[src/design/tvg_pkg.sv]
// tvg_pkg: shared types, register codes, constants and lookup functions
// for the three-voice tone/noise/envelope generator
// no dependencies
package tvg_pkg;

   typedef struct packed {
      logic       mode;
      logic [3:0] register_index;
      logic [7:0] write_data;
   } req_type;

   typedef struct packed {
      logic [4:0] level_a;
      logic [4:0] level_b;
      logic [4:0] level_c;
   } rsp_type;

   typedef struct packed {
      logic [2:0][11:0] tone_period;
      logic [4:0]       noise_period;
      logic [5:0]       mixer_disable;
      logic [2:0][4:0]  volume_setting;
      logic [15:0]      envelope_period;
      logic [3:0]       envelope_shape;
   } ctrl_type;

   typedef struct packed {
      logic [2:0] tone_level;
      logic       noise_level;
      logic [4:0] env_level;
   } gen_type;

   typedef enum logic [1:0] {
      BK_FALL = 2'd0,
      BK_RISE = 2'd1,
      BK_LOW  = 2'd2,
      BK_HIGH = 2'd3
   } blk_type;

   localparam logic MODE_TICK  = 1'b0;
   localparam logic MODE_WRITE = 1'b1;

   localparam logic [3:0] REG_TONE_A_LO = 4'd0;
   localparam logic [3:0] REG_TONE_A_HI = 4'd1;
   localparam logic [3:0] REG_TONE_B_LO = 4'd2;
   localparam logic [3:0] REG_TONE_B_HI = 4'd3;
   localparam logic [3:0] REG_TONE_C_LO = 4'd4;
   localparam logic [3:0] REG_TONE_C_HI = 4'd5;
   localparam logic [3:0] REG_NOISE     = 4'd6;
   localparam logic [3:0] REG_MIXER     = 4'd7;
   localparam logic [3:0] REG_VOL_A     = 4'd8;
   localparam logic [3:0] REG_VOL_B     = 4'd9;
   localparam logic [3:0] REG_VOL_C     = 4'd10;
   localparam logic [3:0] REG_ENV_LO    = 4'd11;
   localparam logic [3:0] REG_ENV_HI    = 4'd12;
   localparam logic [3:0] REG_SHAPE     = 4'd13;

   localparam logic [16:0] LFSR_TAPS     = 17'h12000;
   localparam logic [16:0] LFSR_RESET    = 17'h00001;
   localparam logic [6:0]  ENV_END       = 7'd96;
   localparam logic [6:0]  ENV_LOOP      = 7'd64;
   localparam logic [4:0]  LEVEL_MAX     = 5'h1f;

   function automatic logic [4:0] fixed_level(input logic [3:0] vol);
      logic [4:0] lvl;
      begin
         if (vol == 4'd0) begin
            lvl = 5'd0;
         end else if (vol == 4'd1) begin
            lvl = 5'd1;
         end else begin
            lvl = {vol, 1'b1};
         end
         return lvl;
      end
   endfunction

   function automatic blk_type shape_block(input logic [3:0] shape, input logic [1:0] blk);
      blk_type first;
      blk_type rest;
      blk_type mid;
      begin
         first = shape[2] ? BK_RISE : BK_FALL;
         rest  = BK_LOW;
         mid   = BK_LOW;
         if (shape[3]) begin
            case (shape[1:0])
               2'd0: begin
                  mid  = first;
                  rest = first;
               end
               2'd1: begin
                  mid  = BK_LOW;
                  rest = BK_LOW;
               end
               2'd2: begin
                  mid  = shape[2] ? BK_FALL : BK_RISE;
                  rest = first;
               end
               default: begin
                  mid  = shape[2] ? BK_LOW : BK_HIGH;
                  rest = mid;
               end
            endcase
            if (shape == 4'd15) begin
               mid  = BK_LOW;
               rest = BK_LOW;
            end
            if (shape == 4'd13) begin
               mid  = BK_HIGH;
               rest = BK_HIGH;
            end
         end
         case (blk)
            2'd0:    return first;
            2'd1:    return mid;
            default: return rest;
         endcase
      end
   endfunction

   function automatic logic [4:0] env_level(input logic [3:0] shape, input logic [6:0] pos);
      logic [6:0] p;
      logic [4:0] step;
      logic [4:0] lvl;
      begin
         p    = (pos >= ENV_END) ? ENV_END - 7'd1 : pos;
         step = p[4:0];
         case (shape_block(shape, p[6:5]))
            BK_FALL: lvl = LEVEL_MAX - step;
            BK_RISE: lvl = step;
            BK_LOW:  lvl = 5'd0;
            default: lvl = LEVEL_MAX;
         endcase
         return lvl;
      end
   endfunction

endpackage

[src/design/tvg_regs.sv]
// tvg_regs: control register file written by write words
// depends on tvg_pkg
module tvg_regs
   import tvg_pkg::*;
(
   input  logic       clock,
   input  logic       reset,
   input  logic       wr_en,
   input  logic [3:0] wr_index,
   input  logic [7:0] wr_data,
   output ctrl_type   ctrl,
   output logic       env_restart
);

   ctrl_type ctrl_ff;
   ctrl_type ctrl_in;

   always_comb begin
      ctrl_in     = ctrl_ff;
      env_restart = 1'b0;
      if (wr_en) begin
         unique case (wr_index)
            REG_TONE_A_LO: ctrl_in.tone_period[0][7:0]  = wr_data;
            REG_TONE_A_HI: ctrl_in.tone_period[0][11:8] = wr_data[3:0];
            REG_TONE_B_LO: ctrl_in.tone_period[1][7:0]  = wr_data;
            REG_TONE_B_HI: ctrl_in.tone_period[1][11:8] = wr_data[3:0];
            REG_TONE_C_LO: ctrl_in.tone_period[2][7:0]  = wr_data;
            REG_TONE_C_HI: ctrl_in.tone_period[2][11:8] = wr_data[3:0];
            REG_NOISE:     ctrl_in.noise_period         = wr_data[4:0];
            REG_MIXER:     ctrl_in.mixer_disable        = wr_data[5:0];
            REG_VOL_A:     ctrl_in.volume_setting[0]    = wr_data[4:0];
            REG_VOL_B:     ctrl_in.volume_setting[1]    = wr_data[4:0];
            REG_VOL_C:     ctrl_in.volume_setting[2]    = wr_data[4:0];
            REG_ENV_LO:    ctrl_in.envelope_period[7:0]  = wr_data;
            REG_ENV_HI:    ctrl_in.envelope_period[15:8] = wr_data;
            REG_SHAPE: begin
               ctrl_in.envelope_shape = wr_data[3:0];
               env_restart            = 1'b1;
            end
            default: ;
         endcase
      end
   end

   always_ff @(posedge clock) begin
      if (reset) begin
         ctrl_ff <= '0;
      end else begin
         ctrl_ff <= ctrl_in;
      end
   end

   assign ctrl = ctrl_ff;

endmodule

[src/design/tvg_core.sv]
// tvg_core: tone counters, noise divider and shift register, envelope counter
// presents the post-tick generator outputs; depends on tvg_pkg
module tvg_core
   import tvg_pkg::*;
(
   input  logic     clock,
   input  logic     reset,
   input  logic     tick,
   input  logic     env_restart,
   input  ctrl_type ctrl,
   output gen_type  gen
);

   logic [2:0][11:0] tone_count_ff, tone_count_in;
   logic [2:0]       tone_level_ff, tone_level_in;
   logic [4:0]       noise_count_ff, noise_count_in;
   logic             half_rate_ff, half_rate_in;
   logic             noise_level_ff, noise_level_in;
   logic [16:0]      noise_shift_ff, noise_shift_in;
   logic [15:0]      env_count_ff, env_count_in;
   logic [6:0]       env_pos_ff, env_pos_in;

   always_comb begin
      tone_count_in  = tone_count_ff;
      tone_level_in  = tone_level_ff;
      noise_count_in = noise_count_ff;
      half_rate_in   = half_rate_ff;
      noise_level_in = noise_level_ff;
      noise_shift_in = noise_shift_ff;
      env_count_in   = env_count_ff;
      env_pos_in     = env_pos_ff;
      if (env_restart) begin
         env_count_in = '0;
         env_pos_in   = '0;
      end else if (tick) begin
         half_rate_in = ~half_rate_ff;
         if (!half_rate_in) begin
            noise_count_in = noise_count_ff + 5'd1;
         end
         if (noise_count_in >= ctrl.noise_period) begin
            noise_count_in = '0;
            noise_level_in = noise_shift_ff[0];
            noise_shift_in = {1'b0, noise_shift_ff[16:1]}
                             ^ (noise_shift_ff[0] ? LFSR_TAPS : '0);
         end
         for (int v = 0; v < 3; v++) begin
            tone_count_in[v] = tone_count_ff[v] + 12'd1;
            if (tone_count_in[v] >= ctrl.tone_period[v]) begin
               tone_count_in[v] = '0;
               tone_level_in[v] = ~tone_level_ff[v];
            end
         end
         env_count_in = env_count_ff + 16'd1;
         if (env_count_in >= ctrl.envelope_period) begin
            env_count_in = '0;
            env_pos_in   = env_pos_ff + 7'd1;
            if (env_pos_in >= ENV_END) begin
               env_pos_in = env_pos_in - ENV_LOOP;
            end
         end
      end
   end

   always_ff @(posedge clock) begin
      if (reset) begin
         tone_count_ff  <= '0;
         tone_level_ff  <= '0;
         noise_count_ff <= '0;
         half_rate_ff   <= 1'b0;
         noise_level_ff <= 1'b0;
         noise_shift_ff <= LFSR_RESET;
         env_count_ff   <= '0;
         env_pos_ff     <= '0;
      end else begin
         tone_count_ff  <= tone_count_in;
         tone_level_ff  <= tone_level_in;
         noise_count_ff <= noise_count_in;
         half_rate_ff   <= half_rate_in;
         noise_level_ff <= noise_level_in;
         noise_shift_ff <= noise_shift_in;
         env_count_ff   <= env_count_in;
         env_pos_ff     <= env_pos_in;
      end
   end

   assign gen.tone_level  = tone_level_in;
   assign gen.noise_level = noise_level_in;
   assign gen.env_level   = env_level(ctrl.envelope_shape, env_pos_in);

endmodule

[src/design/tvg_mix.sv]
// tvg_mix: mixer gating and volume / envelope level selection per voice
// depends on tvg_pkg
module tvg_mix
   import tvg_pkg::*;
(
   input  ctrl_type ctrl,
   input  gen_type  gen,
   output rsp_type  levels
);

   logic [2:0][4:0] lvl;

   always_comb begin
      for (int v = 0; v < 3; v++) begin
         lvl[v] = 5'd0;
         if ((gen.tone_level[v] | ctrl.mixer_disable[v])
             && (gen.noise_level | ctrl.mixer_disable[v + 3])) begin
            lvl[v] = ctrl.volume_setting[v][4] ? gen.env_level
                                               : fixed_level(ctrl.volume_setting[v][3:0]);
         end
      end
   end

   assign levels.level_a = lvl[0];
   assign levels.level_b = lvl[1];
   assign levels.level_c = lvl[2];

endmodule

[src/design/three_voice_tone_noise_envelope_gen.sv]
// three_voice_tone_noise_envelope_gen: top level, input register, result register
// a tick word is held in the input register; its levels are captured in the result register
// throughput: one word per cycle unless a tick word is stalled; a write word leaves no result
// the result register stalls the input register only while rsp_ready is low
// reset clears all control registers and counters; the noise shift register starts at one
// depends on tvg_pkg, tvg_regs, tvg_core, tvg_mix
module three_voice_tone_noise_envelope_gen
   import tvg_pkg::*;
(
   input  logic    clock,
   input  logic    reset,
   input  logic    req_valid,
   output logic    req_ready,
   input  req_type req_word,
   output logic    rsp_valid,
   input  logic    rsp_ready,
   output rsp_type rsp_word
);

   req_type  req_ff;
   logic     req_valid_ff;
   rsp_type  rsp_ff;
   logic     rsp_valid_ff;
   logic     rsp_free;
   logic     advance;
   logic     do_tick;
   logic     do_write;
   logic     env_restart;
   ctrl_type ctrl;
   gen_type  gen;
   rsp_type  levels;

   assign rsp_free  = !rsp_valid_ff || rsp_ready;
   assign advance   = req_valid_ff && ((req_ff.mode == MODE_WRITE) || rsp_free);
   assign req_ready = !req_valid_ff || advance;
   assign do_tick   = advance && (req_ff.mode == MODE_TICK);
   assign do_write  = advance && (req_ff.mode == MODE_WRITE);

   tvg_regs u_regs (
      .clock       (clock),
      .reset       (reset),
      .wr_en       (do_write),
      .wr_index    (req_ff.register_index),
      .wr_data     (req_ff.write_data),
      .ctrl        (ctrl),
      .env_restart (env_restart)
   );

   tvg_core u_core (
      .clock       (clock),
      .reset       (reset),
      .tick        (do_tick),
      .env_restart (env_restart),
      .ctrl        (ctrl),
      .gen         (gen)
   );

   tvg_mix u_mix (
      .ctrl   (ctrl),
      .gen    (gen),
      .levels (levels)
   );

   always_ff @(posedge clock) begin
      if (reset) begin
         req_valid_ff <= 1'b0;
         rsp_valid_ff <= 1'b0;
      end else begin
         if (req_ready) begin
            req_valid_ff <= req_valid;
         end
         if (do_tick) begin
            rsp_valid_ff <= 1'b1;
         end else if (rsp_ready) begin
            rsp_valid_ff <= 1'b0;
         end
      end
   end

   always_ff @(posedge clock) begin
      if (req_ready && req_valid) begin
         req_ff <= req_word;
      end
      if (do_tick) begin
         rsp_ff <= levels;
      end
   end

   assign rsp_valid = rsp_valid_ff;
   assign rsp_word  = rsp_ff;

endmodule

[config.mk]
export PLATFORM = sky130hd
export DESIGN_NAME = three_voice_tone_noise_envelope_gen
export DESIGN_NICKNAME = d
export VERILOG_FILES = /design/src/design/tvg_pkg.sv /design/src/design/tvg_regs.sv /design/src/design/tvg_core.sv /design/src/design/tvg_mix.sv /design/src/design/three_voice_tone_noise_envelope_gen.sv
export SDC_FILE = /design/constraint.sdc
export NUM_CORES = 1
export LEC_CHECK = 0
export CAP_MARGIN = 20
export CORE_ASPECT_RATIO = 0.5
export CORE_MARGIN = 2
export CORE_UTILIZATION = 56
export DETAILED_ROUTE_END_ITERATION = 10
export DONT_BUFFER_PORTS = 1
export GPL_ROUTABILITY_DRIVEN = 0
export PLACE_DENSITY = 0.71
export SLEW_MARGIN = 20
export SYNTH_ARGS = -nofsm -noshare
export SYNTH_HDL_FRONTEND = slang
export SYNTH_SLANG_ARGS = --single-unit
[constraint.sdc]
create_clock -name clock -period 5.1 [get_ports clock]
set_input_delay 0 -clock clock [delete_from_list [all_inputs] [get_ports clock]]
set_output_delay 0 -clock clock [all_outputs]
set_load 0.01 [all_outputs]
==> metrics.yaml <==
status: "completed"
dp_slack_ns: 0.000582
powerDensity_nw_per_um2: 269
cell_internal_pwr_uw: 2370
cts_tree: "built"
clk_pin_slew_ns: 0.07
max_freq_mhz: 208
cp_max_fo: 6
antenna_cells: 0
min_period_over_period_pct: 94.1
tightest_slew_ns: 1.06
r2r_end: "rsp_word[9]"
syn_inst: 1189
setup-violations-final: 0
finalClockSkew_ns: 0.00924
drc: 0
finish.instance_area_um2: 11500
final_core_util_pct: 62.9
seq_power_share_pct: 52.5
dpl.hpwl_um: 15700
synth_edf_count: 28
ant_nets: 0
start_kind: "flip-flop"
antenna_found_initial: 0
fin_setup_tns_ns: 0
cp_slowest_cell: "nor4_4"
rows: 35
die_w_um: 197
r2r_slack_ns: 0.30
holdPathStages: 2
ys_ff_latch: 198
core_um2: 18300
holdCritPathClass: "input pin to flip-flop"
grt_use_total_pct: 24.5
cap_violations: 0
grt_max_degree: 150
cts_root_buffer: "clkbuf_16"
cts_sinks: 198
slew_viol_final: 0
h-tree-depth: 4
wl_per_cell_um: 16.6
p_sw_uw: 735
synth_cell_type_count: 59
grt_pass1_wl_um: 38500
io_buffers: 0
yosys_most_used_dff: "dfxtp_1"
cts_buffers: 17
post-route-min-period_ns: 4.80
finalHoldViolCount: 0
postPlaceCellArea_um2: 10700
worstSetupEndpointType: "flip-flop"
firstDrtPassIters: 5
synthArstFlopShare_pct: 0
finalNetCount: 1267
syn_area_per_cell_um2: 8.80
yosys_warnings: 0
wl_met2_um: 11300
grt_pass1_vias: 7722
routed-via-count: 8428
grt.overflow.total: 0
syn_area_um2: 10500
yosysSeqAreaShare_pct: 40.5
worst-setup-path-type: "flip-flop to flip-flop"
hold_start: "reset"
top_layer_used: "met4"
drive_gt1_share_pct: 6.34
switching_share_pct: 23.7
syn-num-nets: 1270
pin_count: 34
comb_power_share_pct: 4.3
area_growth_pct: 10.2
power_leakage_uw: 0.00451
hold-worst-slack_ns: 0.0349
drt_iter0_markers: 656
clkLatencyLatePin_ns: 0.43
crit-reg2reg-launch: "u_core.env_count_ff[2]"
clk_path_buf_depth: 2
slew_headroom_pct: 28.9
rr_worst_depth: 19
slowest_delay_ns: 0.47
cp_cell_sequence: "nand3_1 > nor2_1 > nand3_2 > nor2_4 > and3_1 > and3_1 > nand3_1 > xnor2_1 > ha_1 > and4_4 > nand2_1 > o311a_4 > a211o_1 > o211ai_1 > buf_4 > a2111oi_4 > nor4_4 > and2_4 > o211ai_1"
wl_met3_um: 896
viasPerCell: 5.86
whs_endpoint: "u_core.noise_shift_ff[6]"
fin_ws_ns: 0.302
die_h_um: 101
wl_met1_um: 11400
power.share.clock_pct: 43.2
initial_core_util_pct: 57.0
critical_path_required_ns: 5.27
dieArea_um2: 19900
vdd_drop_max_mv: 0.240
routed_wl_um: 23900
crit_arrival_ns: 4.97
## how the worst max path moves through the flow
stage	depth (start not counted)	slack (ns)	from	end
after global routing	20	-0.005	u_core.env_count_ff[2]	rsp_word[8]
after detailed placement	17	0.0006	u_core.env_count_ff[2]	rsp_word[9]
after global placement	18	0.21	u_core.env_count_ff[2]	rsp_word[4]
after floorplan	21	0.53	u_core.env_count_ff[2]	rsp_word[11]
after CTS	17	0.08	u_core.env_count_ff[2]	rsp_word[9]
final	19	0.30	u_core.env_count_ff[2]	rsp_word[9]
## power groups by stage
stage / Clock [uW] / Combinational (uW) / Sequential [uW]
after floorplan: 0 / 98.3 / 1640
after global placement: 0 / 99.8 / 1670
after detailed placement: 0 / 102 / 1670
after CTS: 1370 / 133 / 1630
after global routing: 1430 / 148 / 1630
final: 1340 / 135 / 1630
## Yosys cell counts (4+ instances only)
| cell type | count | area share, % |
|---|---|---|
| dfxtp_1 | 170 | 33 |
| nor2_1 | 168 | 6.0 |
| nand2_1 | 109 | 3.9 |
| mux2i_1 | 87 | 8.3 |
| a21oi_1 | 75 | 3.6 |
| ha_1 | 64 | 7.7 |
| inv_1 | 63 | 2.3 |
| clkbuf_1 | 46 | 1.6 |
| o21ai_0 | 44 | 2.1 |
| xor2_1 | 32 | 2.7 |
| nand3b_1 | 31 | 2.2 |
| edfxtp_1 | 28 | 8.0 |
| nand3_1 | 28 | 1.3 |
| xnor2_1 | 28 | 2.3 |
| and3_1 | 26 | 1.6 |
| nand4_1 | 23 | 1.4 |
| nor3_1 | 20 | 0.96 |
| o211ai_1 | 13 | 0.93 |
| nand2b_1 | 12 | 0.72 |
| nor2b_1 | 11 | 0.66 |
| a21o_1 | 9 | 0.65 |
| or3_1 | 7 | 0.42 |
| a211oi_1 | 6 | 0.43 |
| a2bb2oi_1 | 6 | 0.50 |
| buf_1 | 6 | 0.22 |
| and4_1 | 5 | 0.42 |
| a211o_1 | 4 | 0.33 |
| nand4b_1 | 4 | 0.33 |
| nor4_1 | 4 | 0.24 |
| o211a_1 | 4 | 0.38 |
| o21a_1 | 4 | 0.29 |
## per-stage QoR
stage	std cells	total power (uW)
floorplan	1189	1740
global route	1439	3210
global placement	1386	1760
CTS	1434	3130
detailed placement	1386	1770
finish	1439	3110
## final cells by class
| cell class | instances | area (um2) |
|---|---|---|
| clock buffer | 21 | 472 |
| fill | 1518 | 6810 |
| sequential | 198 | 4240 |
| timing repair buffer | 32 | 302 |
| multi-input combinational | 874 | 5870 |
| tap | 240 | 300 |
| clock inverter | 11 | 114 |
| inverter | 63 | 236 |
## cells by family (layout without fill, tap and decap cells)
logic type / count (synthesis) / count (layout) / share of synthesized area (%)
buf+inv: 119 / 127 / 4.38
xor+xnor: 60 / 60 / 5.02
flops: 198 / 198 / 40.5
compound gates: 199 / 199 / 12.6
mux: 89 / 89 / 8.54
fa+ha+maj: 64 / 64 / 7.65
simple gates: 460 / 462 / 21.3
## critical path: cells and delay by family (launching register included)
| family | cells | cell delay (ns) |
|---|---|---|
| AO/OA/AOI/OAI | 5 | 1.01 |
| XOR/XNOR | 1 | 0.16 |
| adder cells (fa/ha/maj) | 1 | 0.35 |
| buffers and inverters | 1 | 0.17 |
| flip-flops | 1 | 0.40 |
| AND/OR/NAND/NOR | 11 | 2.42 |
## registers in the layout, indices dropped and copies added (netlist names)
| name | count |
|---|---|
| req_ff | 13 |
| req_valid_ff | 1 |
| rsp_valid | 1 |
| rsp_word | 15 |
| u_core.env_count_ff | 16 |
| u_core.env_pos_ff | 7 |
| u_core.half_rate_ff | 1 |
| u_core.noise_count_ff | 5 |
| u_core.noise_level_ff | 1 |
| u_core.noise_shift_ff | 17 |
| u_core.tone_count_ff | 36 |
| u_core.tone_level_ff | 3 |
| u_regs.ctrl | 82 |
## cells in the final DEF (no fill, tap or decap), types with 13 or more instances in the layout
| cell type | n |
|---|---|
| buf_4 | 15 |
| nand3_1 | 27 |
| nor3_1 | 19 |
| nand2_1 | 109 |
| nand4_1 | 23 |
| o21ai_0 | 44 |
| and3_1 | 26 |
| edfxtp_1 | 28 |
| clkbuf_16 | 18 |
| a21oi_1 | 75 |
| dfxtp_1 | 170 |
| ha_1 | 64 |
| xor2_1 | 32 |
| nand3b_1 | 31 |
| o211ai_1 | 13 |
| mux2i_1 | 87 |
| nor2_1 | 167 |
| dlygate4sd3_1 | 15 |
| inv_1 | 62 |
| xnor2_1 | 28 |
## per-layer routing
layer | vias up | global-route usage, %
li1 | 4149 | -
met4 | 0 | 6.71
met5 | - | 0
met3 | 28 | 4.08
met2 | 159 | 41.8
met1 | 4092 | 32.5
## timing repair
action / CTS / global route
endpoints found under the hold margin: 162 / 0
gates resized for setup: 1 / 13
setup endpoints to repair: 12 / 15
cloned: 0 / 2
hold buffers: 16 / 0
buffers inserted: 0 / 3
pin swaps: 0 / 5
Note: power is estimated with default switching activity, not from simulation.
